`src/rtl/ftsp_pkg.sv`:
```
package ftsp_pkg;

   localparam int MaxSectors  = 32;
   localparam int SecIdxWidth = $clog2(MaxSectors);

   localparam logic [7:0] MARK_ID      = 8'hfe;
   localparam logic [7:0] MARK_DATA    = 8'hfb;
   localparam logic [7:0] MARK_DELETED = 8'hf8;
   localparam logic [7:0] TOKEN_CRC    = 8'hf7;
   localparam logic [7:0] MAX_SIZE_CODE = 8'd3;
   localparam logic [10:0] BASE_SIZE   = 11'd128;

   localparam logic CMD_START = 1'b0;

   localparam logic [2:0] REG_TRACK_NUMBER   = 3'd0;
   localparam logic [2:0] REG_SIDE_NUMBER    = 3'd1;
   localparam logic [2:0] REG_SEC_PER_TRK    = 3'd2;
   localparam logic [2:0] REG_SIZE_CODE      = 3'd3;
   localparam logic [2:0] REG_CYLINDER_COUNT = 3'd4;
   localparam logic [2:0] REG_SIDE_COUNT     = 3'd5;
   localparam logic [2:0] REG_WR_PROTECT     = 3'd6;

   typedef enum logic [2:0] {
      EV_CONSUMED  = 3'd0,
      EV_DATA      = 3'd1,
      EV_COMMIT    = 3'd2,
      EV_DONE      = 3'd3,
      EV_NOT_FOUND = 3'd4,
      EV_PROTECTED = 3'd5,
      EV_INACTIVE  = 3'd6,
      EV_STARTED   = 3'd7
   } event_type;

   typedef struct packed {
      logic [7:0] track_number;
      logic       side_number;
      logic [5:0] sec_per_trk;
      logic [1:0] size_code;
      logic [7:0] cylinder_count;
      logic [1:0] side_count;
      logic       wr_protect;
   } cfg_type;

   typedef struct packed {
      event_type  event_res;
      logic [5:0] sector_number;
      logic [9:0] byte_offset;
      logic [7:0] byte_value;
   } rsp_type;

endpackage

```
`src/rtl/ftsp_csr.sv`:
```
module ftsp_csr (
   input  logic               clock,
   input  logic               reset,
   input  logic               csr_write_en,
   input  logic [2:0]         csr_index,
   input  logic [7:0]         csr_data,
   output ftsp_pkg::cfg_type  cfg
);
   import ftsp_pkg::*;

   cfg_type cfg_ff;

   always_ff @(posedge clock) begin
      if (reset) begin
         cfg_ff.track_number   <= 8'd0;
         cfg_ff.side_number    <= 1'b0;
         cfg_ff.sec_per_trk    <= 6'd9;
         cfg_ff.size_code      <= 2'd2;
         cfg_ff.cylinder_count <= 8'd80;
         cfg_ff.side_count     <= 2'd2;
         cfg_ff.wr_protect     <= 1'b0;
      end else if (csr_write_en) begin
         case (csr_index)
            REG_TRACK_NUMBER:   cfg_ff.track_number   <= csr_data;
            REG_SIDE_NUMBER:    cfg_ff.side_number    <= csr_data[0];
            REG_SEC_PER_TRK:    cfg_ff.sec_per_trk    <= csr_data[5:0];
            REG_SIZE_CODE:      cfg_ff.size_code      <= csr_data[1:0];
            REG_CYLINDER_COUNT: cfg_ff.cylinder_count <= csr_data;
            REG_SIDE_COUNT:     cfg_ff.side_count     <= csr_data[1:0];
            REG_WR_PROTECT:     cfg_ff.wr_protect     <= csr_data[0];
            default: ;
         endcase
      end
   end

   assign cfg = cfg_ff;

endmodule

```
`src/rtl/ftsp_parser.sv`:
```
module ftsp_parser (
   input  logic               clock,
   input  logic               reset,
   input  ftsp_pkg::cfg_type  cfg,
   input  logic               step,
   input  logic               cmd,
   input  logic [7:0]         data_byte,
   output ftsp_pkg::rsp_type  rsp
);
   import ftsp_pkg::*;

   typedef enum logic [2:0] {
      PH_SEARCH_ID   = 3'd0,
      PH_ID          = 3'd1,
      PH_SEARCH_DATA = 3'd2,
      PH_DATA        = 3'd3,
      PH_CRC         = 3'd4
   } phase_type;

   logic                  active_ff, active_in;
   phase_type             phase_ff, phase_in;
   logic [1:0]            id_index_ff, id_index_in;
   logic [3:0][7:0]       id_bytes_ff, id_bytes_in;
   logic [10:0]           data_count_ff, data_count_in;
   logic [MaxSectors-1:0] seen_map_ff, seen_map_in;
   logic [5:0]            done_count_ff, done_count_in;
   rsp_type               rsp_in;

   logic [5:0]             limit;
   logic [10:0]            geo_size;
   logic                   id_ok;
   logic [SecIdxWidth-1:0] sec_idx;
   logic [MaxSectors-1:0]  sec_bit;
   logic [5:0]             done_next;

   always_comb begin
      limit = (cfg.sec_per_trk > 6'(MaxSectors)) ? 6'(MaxSectors)
                                                 : cfg.sec_per_trk;
      geo_size = BASE_SIZE << cfg.size_code;
      id_ok = (id_bytes_ff[0] == cfg.track_number)
           && (id_bytes_ff[1] == {7'd0, cfg.side_number})
           && (id_bytes_ff[2] != 8'd0)
           && (id_bytes_ff[2] <= {2'd0, limit})
           && (id_bytes_ff[3] <= MAX_SIZE_CODE)
           && (id_bytes_ff[3][1:0] == cfg.size_code);
      sec_idx = SecIdxWidth'(id_bytes_ff[2] - 8'd1);
      sec_bit = MaxSectors'(1) << sec_idx;
      done_next = done_count_ff + 6'd1;
   end

   always_comb begin
      active_in     = active_ff;
      phase_in      = phase_ff;
      id_index_in   = id_index_ff;
      id_bytes_in   = id_bytes_ff;
      data_count_in = data_count_ff;
      seen_map_in   = seen_map_ff;
      done_count_in = done_count_ff;
      rsp_in        = '{event_res: EV_CONSUMED, sector_number: 6'd0,
                        byte_offset: 10'd0, byte_value: 8'd0};
      if (cmd == CMD_START) begin
         if (cfg.wr_protect) begin
            active_in        = 1'b0;
            rsp_in.event_res = EV_PROTECTED;
         end else if (cfg.track_number >= cfg.cylinder_count
                      || {1'b0, cfg.side_number} >= cfg.side_count) begin
            active_in        = 1'b0;
            rsp_in.event_res = EV_NOT_FOUND;
         end else begin
            active_in        = 1'b1;
            phase_in         = PH_SEARCH_ID;
            id_index_in      = 2'd0;
            data_count_in    = 11'd0;
            seen_map_in      = '0;
            done_count_in    = 6'd0;
            rsp_in.event_res = EV_STARTED;
         end
      end else if (!active_ff) begin
         rsp_in.event_res = EV_INACTIVE;
      end else begin
         case (phase_ff)
            PH_ID: begin
               id_bytes_in[id_index_ff] = data_byte;
               id_index_in = id_index_ff + 2'd1;
               if (id_index_ff == 2'd3) phase_in = PH_SEARCH_DATA;
            end
            PH_SEARCH_DATA: begin
               if (data_byte == MARK_ID) begin
                  phase_in    = PH_ID;
                  id_index_in = 2'd0;
               end else if (data_byte == MARK_DATA || data_byte == MARK_DELETED) begin
                  if (!id_ok) begin
                     active_in        = 1'b0;
                     rsp_in.event_res = EV_NOT_FOUND;
                  end else begin
                     data_count_in = 11'd0;
                     phase_in      = PH_DATA;
                  end
               end
            end
            PH_DATA: begin
               rsp_in.event_res     = EV_DATA;
               rsp_in.sector_number = id_bytes_ff[2][5:0];
               rsp_in.byte_offset   = data_count_ff[9:0];
               rsp_in.byte_value    = data_byte;
               data_count_in = data_count_ff + 11'd1;
               if (data_count_in >= geo_size) phase_in = PH_CRC;
            end
            PH_CRC: begin
               if (cfg.wr_protect || data_byte != TOKEN_CRC
                   || (seen_map_ff & sec_bit) != '0) begin
                  active_in        = 1'b0;
                  rsp_in.event_res = cfg.wr_protect ? EV_PROTECTED : EV_NOT_FOUND;
               end else begin
                  seen_map_in          = seen_map_ff | sec_bit;
                  done_count_in        = done_next;
                  phase_in             = PH_SEARCH_ID;
                  rsp_in.sector_number = id_bytes_ff[2][5:0];
                  if (done_next == limit) begin
                     active_in        = 1'b0;
                     rsp_in.event_res = EV_DONE;
                  end else begin
                     rsp_in.event_res = EV_COMMIT;
                  end
               end
            end
            default: begin
               if (data_byte == MARK_ID) begin
                  phase_in    = PH_ID;
                  id_index_in = 2'd0;
               end
            end
         endcase
      end
   end

   always_ff @(posedge clock) begin
      if (reset) begin
         active_ff     <= 1'b0;
         phase_ff      <= PH_SEARCH_ID;
         id_index_ff   <= 2'd0;
         id_bytes_ff   <= '0;
         data_count_ff <= 11'd0;
         seen_map_ff   <= '0;
         done_count_ff <= 6'd0;
      end else if (step) begin
         active_ff     <= active_in;
         phase_ff      <= phase_in;
         id_index_ff   <= id_index_in;
         id_bytes_ff   <= id_bytes_in;
         data_count_ff <= data_count_in;
         seen_map_ff   <= seen_map_in;
         done_count_ff <= done_count_in;
      end
   end

   assign rsp = rsp_in;

endmodule

```
`src/rtl/format_track_stream_parser.sv`:
```
// Format-track stream parser. Each accepted item (a start command or one host
// data byte) is parsed in the cycle it is taken and gives exactly one result,
// held in a single output register; a new item is taken every cycle unless that
// register is full and the result side stalls, so one item per cycle is the
// sustained rate and the result appears in the cycle after acceptance.
// Configuration writes take effect on the next cycle and belong between items.
module format_track_stream_parser (
   input  logic        clock,
   input  logic        reset,
   input  logic        req_valid,
   output logic        req_ready,
   input  logic        req_cmd,
   input  logic [7:0]  req_data_byte,
   output logic        rsp_valid,
   input  logic        rsp_ready,
   output logic [2:0]  rsp_event_res,
   output logic [5:0]  rsp_sector_number,
   output logic [9:0]  rsp_byte_offset,
   output logic [7:0]  rsp_byte_value,
   input  logic        csr_write_en,
   input  logic [2:0]  csr_index,
   input  logic [7:0]  csr_data
);
   import ftsp_pkg::*;

   cfg_type cfg;
   rsp_type rsp_in, rsp_ff;
   logic    rsp_valid_ff;
   logic    step;

   ftsp_csr u_csr (
      .clock        (clock),
      .reset        (reset),
      .csr_write_en (csr_write_en),
      .csr_index    (csr_index),
      .csr_data     (csr_data),
      .cfg          (cfg)
   );

   assign req_ready = !rsp_valid_ff || rsp_ready;
   assign step      = req_valid && req_ready;

   ftsp_parser u_parser (
      .clock     (clock),
      .reset     (reset),
      .cfg       (cfg),
      .step      (step),
      .cmd       (req_cmd),
      .data_byte (req_data_byte),
      .rsp       (rsp_in)
   );

   always_ff @(posedge clock) begin
      if (reset) begin
         rsp_valid_ff <= 1'b0;
      end else if (req_ready) begin
         rsp_valid_ff <= req_valid;
      end
      if (step) begin
         rsp_ff <= rsp_in;
      end
   end

   assign rsp_valid         = rsp_valid_ff;
   assign rsp_event_res     = rsp_ff.event_res;
   assign rsp_sector_number = rsp_ff.sector_number;
   assign rsp_byte_offset   = rsp_ff.byte_offset;
   assign rsp_byte_value    = rsp_ff.byte_value;

endmodule

```
`config.mk`:
```
export PLATFORM = sky130hd
export DESIGN_NAME = format_track_stream_parser
export DESIGN_NICKNAME = d
export VERILOG_FILES = /design/src/rtl/ftsp_pkg.sv /design/src/rtl/ftsp_csr.sv /design/src/rtl/ftsp_parser.sv /design/src/rtl/format_track_stream_parser.sv
export SDC_FILE = /design/constraint.sdc
export NUM_CORES = 1
export LEC_CHECK = 0
export ABC_AREA = 0
export ABC_CLOCK_PERIOD_IN_PS = 7700
export BUFFER_PORTS_ARGS = -buffer_cell sky130_fd_sc_hd__buf_2
export CAP_MARGIN = 20
export CORE_MARGIN = 2
export CORE_UTILIZATION = 27
export CTS_CLUSTER_SIZE = 25
export DETAILED_ROUTE_END_ITERATION = 8
export PLACE_DENSITY = 0.41
export REMOVE_ABC_BUFFERS = 1
export SYNTH_ARGS = -nofsm -noshare
export SYNTH_HDL_FRONTEND = slang
export SYNTH_HIERARCHICAL = 1
export SYNTH_SLANG_ARGS = --single-unit
```
`constraint.sdc`:
```
create_clock -name clock -period 7.7 [get_ports clock]
set_input_delay 0.77 -clock clock [delete_from_list [all_inputs] [get_ports clock]]
set_output_delay 0.77 -clock clock [all_outputs]
set_load 0.05 [all_outputs]
```
======== Yosys cells after proc, flatten, opt, wreduce, memory -nomap -nowiden ========
Cells that the tools add are included.
operators by class
  shifts and indexed selects .............. 2
  equal/unequal tests ..................... 36
  order comparisons ....................... 8
  reductions and logical operators ........ 31
  multiplexer cells ....................... 65
  bitwise logic cells ..................... 2
  add/subtract/negate cells ............... 4
operators with widths
  operator                                                                 number
  32-bit 2-to-1 mux                                                        6
  11-bit 2-to-1 mux                                                        7
  3-bit 2-to-1 mux                                                         18
  6-bit 2-to-1 mux                                                         8
  32-bit bitwise AND                                                       1
  32-bit bitwise mux                                                       1
  32-bit bitwise OR                                                        1
  32-bit nonzero test                                                      1
  1-bit by 5-bit left shift with 32-bit output, first input constant       1
  8-bit equality test, second input constant                               3
  11-bit one-hot mux with 2 select lines                                   1
  8-bit demux with 2-bit select                                            1
  2-bit AND reduction                                                      8
  3-bit by 2-bit equality test with 1-bit output, second input constant    4
  3-bit equality test, second input constant                               4
  2-bit 2-to-1 mux                                                         6
  3-bit by 2-bit inequality test with 1-bit output, second input constant  4
  3-bit one-hot mux with 4 select lines                                    1
  6-bit one-hot mux with 2 select lines                                    1
  6-bit AND reduction                                                      2
  11-bit by 1-bit adder with 11-bit output, second input constant          1
  11-bit >= comparator                                                     1
  1-bit 2-to-1 mux                                                         11
  8-bit by 2-bit left shift with 11-bit output, first input constant       1
  other kinds (37)                                                         55
storage, ports and cells
  logic and storage cells ................. 170
  bits in registers ....................... 143
  output and inout port bits .............. 29

======== Logic depth before layout (Yosys ltp) ========
  depth in word-level cells ............... 12
  gate-level depth with buffers ........... 13

======== Hierarchy ========
The synthesis kept the hierarchy.
modules (own cells, without submodules)
  module                      cells each  sequential area each (sq um)  times used  area an instance (sq um)
  ftsp_parser                 639         1,741.7                       1           5,177.5
  ftsp_csr                    112         560.5                         1           1,182.4
  format_track_stream_parser  32          830.8                         1           865.8

======== Worst setup path before layout ========
No wires, ideal clock.
  kind .................................... input to register
  start ................................... input port rsp_ready
  end ..................................... register u_parser.data_count_ff[3]
  required time ........................... 7,605 ps
  stages .................................. 6
  setup slack ............................. 5,161 ps
  arrival time ............................ 2,443 ps
  cell sequence ........................... nand2b_4 -> and2_4 -> nand2_1 -> nor3_1 -> a21oi_1 -> a221oi_1
on the way
  longest elaborated chain between the ends .. 3
ends and longest elaborated chain
  item                                  RTL line                          RTL
  start, declared                       format_track_stream_parser.sv:15  input logic rsp_ready,
  1-bit logical OR                      format_track_stream_parser.sv:40  assign req_ready = !rsp_valid_ff || rsp_ready;
  1-bit logical AND                     format_track_stream_parser.sv:41  assign step = req_valid && req_ready;
  named net step                        format_track_stream_parser.sv:29  logic step;
  8-bit AND reduction (no source line)  -
  end signal, assigned                  ftsp_parser.sv:151                data_count_ff <= data_count_in;
  end, declared                         ftsp_parser.sv:24                 logic [10:0] data_count_ff, data_count_in;
The timed path passes the listed nets, and every way through them passes these cells.
A chain may end at the register's enable or synchronous reset.

======== Worst setup path after layout ========
  start ................................... register u_parser/id_bytes_ff[20] in the netlist's numbering
  end ..................................... register u_parser.seen_map_ff[9]
on the way
  longest elaborated chain between the ends .. 7
  elaborated cells between the ends (all ways) .. 12
  those cells by class .................... 1 x add/sub; 1 x eq/ne; 1 x shift; 4 x mux; 2 x bitwise; 3 x reduce/logical
ends and longest elaborated chain
  item                                                                                RTL line                                RTL
  start, declared                                                                     ftsp_parser.sv:23                       logic [3:0][7:0] id_bytes_ff, id_bytes_in;
  start signal, assigned                                                              ftsp_parser.sv:150                      id_bytes_ff <= id_bytes_in;
  5-bit by 1-bit subtractor with 5-bit output (*)                                     ftsp_parser.sv:46                       sec_idx = SecIdxWidth'(id_bytes_ff[2] - 8'd1);
  1-bit by 5-bit left shift with 32-bit output (*)                                    ftsp_parser.sv:47                       sec_bit = MaxSectors'(1) << sec_idx;
  32-bit bitwise AND / 32-bit bitwise OR (equally long branches)                      ftsp_parser.sv:111, ftsp_parser.sv:115
  32-bit nonzero test / 32-bit 2-to-1 mux (equally long branches)                     ftsp_parser.sv:111, ftsp_parser.sv:110
  1-bit logical OR / 32-bit 2-to-1 mux (equally long branches)                        ftsp_parser.sv:111, ftsp_parser.sv:81
  2-bit inequality test (no source line) / 32-bit 2-to-1 mux (equally long branches)  -
  6-bit AND reduction (no source line) / 32-bit 2-to-1 mux (equally long branches)    -
  end signal, assigned                                                                ftsp_parser.sv:152                      seen_map_ff <= seen_map_in;
  end, declared                                                                       ftsp_parser.sv:25                       logic [MaxSectors-1:0] seen_map_ff, seen_map_in;
Every way passes the cells marked *; elsewhere a longest branch is shown, timed or not. The select of a mux whose other input is x is not followed.

==> flow_summary.json <==
{
  "met3_usage_pct": 2.95,
  "p_leak_nw": 3.12,
  "combPwrFrac_pct": 6.6,
  "r2r_slack_ps": 4550,
  "rsz0062_at_grt": "false",
  "synth.avg_cell_area_um2": 9.23,
  "worst-path-buf-inv": 0,
  "r2r_start": "u_parser/id_bytes_ff[20]",
  "routed_wirelength_um": 19700,
  "grt_max_degree": 63,
  "grt_pass1_wl_um": 31900,
  "post_cts_resized": 0,
  "final_common_cell": "dfxtp_1",
  "crit_family": "simple AND/OR/NAND/NOR gates",
  "endpoint": "u_parser/seen_map_ff[9]",
  "layout-drive-gt1-share_pct": 15.4,
  "fp.coreArea_um2": 26100,
  "endpoint_kind": "register",
  "max_stage_delay_ps": 960,
  "rows": 59,
  "post-place-ws_ps": 4430,
  "r2r_end": "u_parser/seen_map_ff[9]",
  "first_iter_violations": 371,
  "seqCellArea_um2": 3130,
  "p_clk_share_pct": 49.4,
  "clock_latency_ps": 420,
  "path_cells": "mux2_2 -> and3_1 -> o21ai_0 -> and4b_2 -> nand4_2 -> or3_4 -> o21ai_1",
  "fin_cells": 1165,
  "cts_tree": "yes",
  "yosysUniqueCellTypes": 81,
  "vias_per_cell": 4.92,
  "power.internal_mw": 1.36,
  "cp.required_ps": 8040,
  "cts_root_buf": "clkbuf_16",
  "cp_slowest_cell": "dfxtp_1",
  "ys_seq_area_share_pct": 43.4,
  "cts_sinks": 143,
  "cp.depth": 7,
  "pwr-share-seq_pct": 44.0,
  "synth-edff-count": 27,
  "synth-warning-count": 6,
  "ctsHoldBuffers": 0,
  "whs_ps": 448,
  "utilization_pct": 32.1,
  "wire_per_inst_um": 16.9,
  "fillCellCount": 2753,
  "cap_violations": 0,
  "grtUsageTotal_pct": 14.5,
  "die-area_um2": 28100,
  "p_sw_share_pct": 23.2,
  "finalHoldViolations": 0,
  "gp_congestion": 0.775,
  "cts_setup_buffers": 0,
  "multi_input_area_um2": 3810,
  "pin_count": 54,
  "port-buffer-count": 53,
  "crit_start": "u_parser/id_bytes_ff[20]",
  "antenna_left": 0,
  "skew_ps": 14.0,
  "die-width_um": 168,
  "dp.cells": 1133,
  "crit_fanout": 23,
  "start_util_pct": 27.7,
  "first_pass_iters": 4,
  "synthFlopType": "dfxtp_1",
  "grtUsageMet1_pct": 20.3,
  "antenna_found_initial": 0,
  "ys_ff_latch": 143,
  "area_delta_synth_final_pct": 16.2,
  "routed-via-count": 5732,
  "syn_inst": 783,
  "grt_remaining_overflow": 0,
  "slew_headroom_pct": 34.2,
  "setup_viol": 0,
  "numCtsBuffers": 17,
  "reg2regPathDepth": 7,
  "max_freq_mhz": 317,
  "final.period_utilization_pct": 40.9,
  "powerDensity_nw_per_um2": 211,
  "path_clk_slew_ps": 60,
  "min_period_ps": 3150,
  "fp.dieH_um": 168,
  "clock_path_buffers": 2,
  "hpwl_um": 13700,
  "tns_ps": 0,
  "drc_errors": 0,
  "cp-start-kind": "register",
  "grt.busiest_layer": "met2",
  "async_flop_share_pct": 0,
  "criticalPathCategory": "reg -> reg",
  "vdd_drop_max_mv": 0.123,
  "final-max-slew-violation-count": 0,
  "cp.arrival_ps": 3490,
  "timing.final.ws_setup_ps": 4550,
  "p_switching_uw": 411,
  "final_nets": 867,
  "grt_util_met2_pct": 22.3,
  "tightest_slew_ps": 986,
  "synth_area_um2": 7230,
  "layout_common_cells": "116 x dfxtp_1, 86 x nand2_1, 53 x buf_2, 52 x nand3_1, 47 x a21oi_1",
  "cts_max_level": 4,
  "hold_class": "reg -> reg",
  "outcome": "complete, no violations",
  "n_antenna_cell": 0,
  "grt_pass1_vias": 5577
}
per-stage QoR:
step	area (um2)	total power [mW]
6_report	8400	1.77
5_1_grt	8400	1.84
4_1_cts	8400	1.80
3_5_place_dp	7770	0.915
3_3_place_gp	7760	0.916
2_1_floorplan	7020	0.866
kinds of logic (layout without fill, tap and decap cells):
group,Yosys count,after routing,synth area share (%)
buf+inv,69,116,4.12
fa+ha+maj,25,25,4.33
flops,143,143,43.4
mux,43,43,6.25
xor+xnor,22,22,2.86
simple gates,326,326,24.6
compound gates,155,155,14.5
power groups by stage:
stage	logic, mW	registers [mW]	clock network, mW
6_report	0.117	0.781	0.875
5_1_grt	0.127	0.782	0.936
2_1_floorplan	0.0452	0.821	0
3_5_place_dp	0.118	0.797	0
3_3_place_gp	0.118	0.797	0
4_1_cts	0.118	0.781	0.905
how the worst min path moves through the flow:
| stage | start | to | cells after the start |
|---|---|---|---|
| global route | u_parser/seen_map_ff[15] | u_parser/seen_map_ff[15] | 2 |
| global placement | u_parser/seen_map_ff[19] | u_parser/seen_map_ff[19] | 2 |
| detailed placement | u_parser/seen_map_ff[23] | u_parser/seen_map_ff[23] | 2 |
| CTS | u_parser/seen_map_ff[25] | u_parser/seen_map_ff[25] | 2 |
| floorplan | u_parser/seen_map_ff[9] | u_parser/seen_map_ff[9] | 2 |
| finish | u_parser/seen_map_ff[31] | u_parser/seen_map_ff[31] | 2 |
metal layers:
metal,wire length [um],share of wire (%)
met5,0,0
met4,255,1.3
met3,703,3.6
met2,8900,45
met1,9840,50
synth_stat cells, types with 3 or more instances:
| cell type | number | area [um2] |
|---|---|---|
| a211o_1 | 3 | 26.3 |
| a21o_1 | 4 | 30.0 |
| a21oi_1 | 47 | 235 |
| a221oi_1 | 3 | 26.3 |
| a22o_1 | 15 | 131 |
| a31oi_1 | 6 | 37.5 |
| and2_1 | 24 | 150 |
| and3_1 | 9 | 56.3 |
| buf_2 | 10 | 50.1 |
| clkbuf_1 | 28 | 105 |
| dfxtp_1 | 116 | 2320 |
| edfxtp_1 | 27 | 811 |
| ha_1 | 25 | 313 |
| inv_1 | 25 | 93.8 |
| mux2_2 | 7 | 78.8 |
| mux2i_1 | 35 | 350 |
| nand2_1 | 86 | 323 |
| nand2b_1 | 39 | 244 |
| nand3_1 | 52 | 260 |
| nand3b_1 | 5 | 37.5 |
| nand4_1 | 8 | 50.1 |
| nand4b_1 | 7 | 61.3 |
| nor2_1 | 37 | 139 |
| nor2b_1 | 6 | 37.5 |
| nor3_1 | 13 | 65.1 |
| nor3b_1 | 5 | 37.5 |
| nor4_1 | 9 | 56.3 |
| o211ai_1 | 6 | 45.0 |
| o21a_1 | 8 | 60.1 |
| o21ai_0 | 19 | 95.1 |
| o21ai_1 | 6 | 30.0 |
| o21ai_2 | 11 | 96.3 |
| o31ai_1 | 3 | 22.5 |
| or2_2 | 3 | 18.8 |
| xnor2_1 | 17 | 149 |
| xor2_1 | 4 | 35.0 |
registers in the layout, indices dropped and copies added (netlist names):
name                    cells
u_parser/id_bytes_ff       32
u_parser/seen_map_ff       32
u_csr/cfg                  28
u_parser/data_count_ff     11
rsp_byte_offset            10
rsp_byte_value              8
rsp_sector_number           6
u_parser/done_count_ff      6
rsp_event_res               3
u_parser/phase_ff           3
u_parser/id_index_ff        2
rsp_valid                   1
u_parser/active_ff          1
tightest hold or removal path: stages (launching register included):
cell     delay (ps)
dfxtp_1         300
nand2_1          50
o21ai_1          50
area by class of cell:
cell class	instances	share of cell area [%]
repair buffers	59	3.74
multi-input cells	571	45.4
clock buffers	23	5.94
clock inverters	9	1.55
inverters	25	1.12
flip-flops and latches	143	37.3
well taps	335	4.99
No activity file was read; power rests on OpenSTA's default activity.
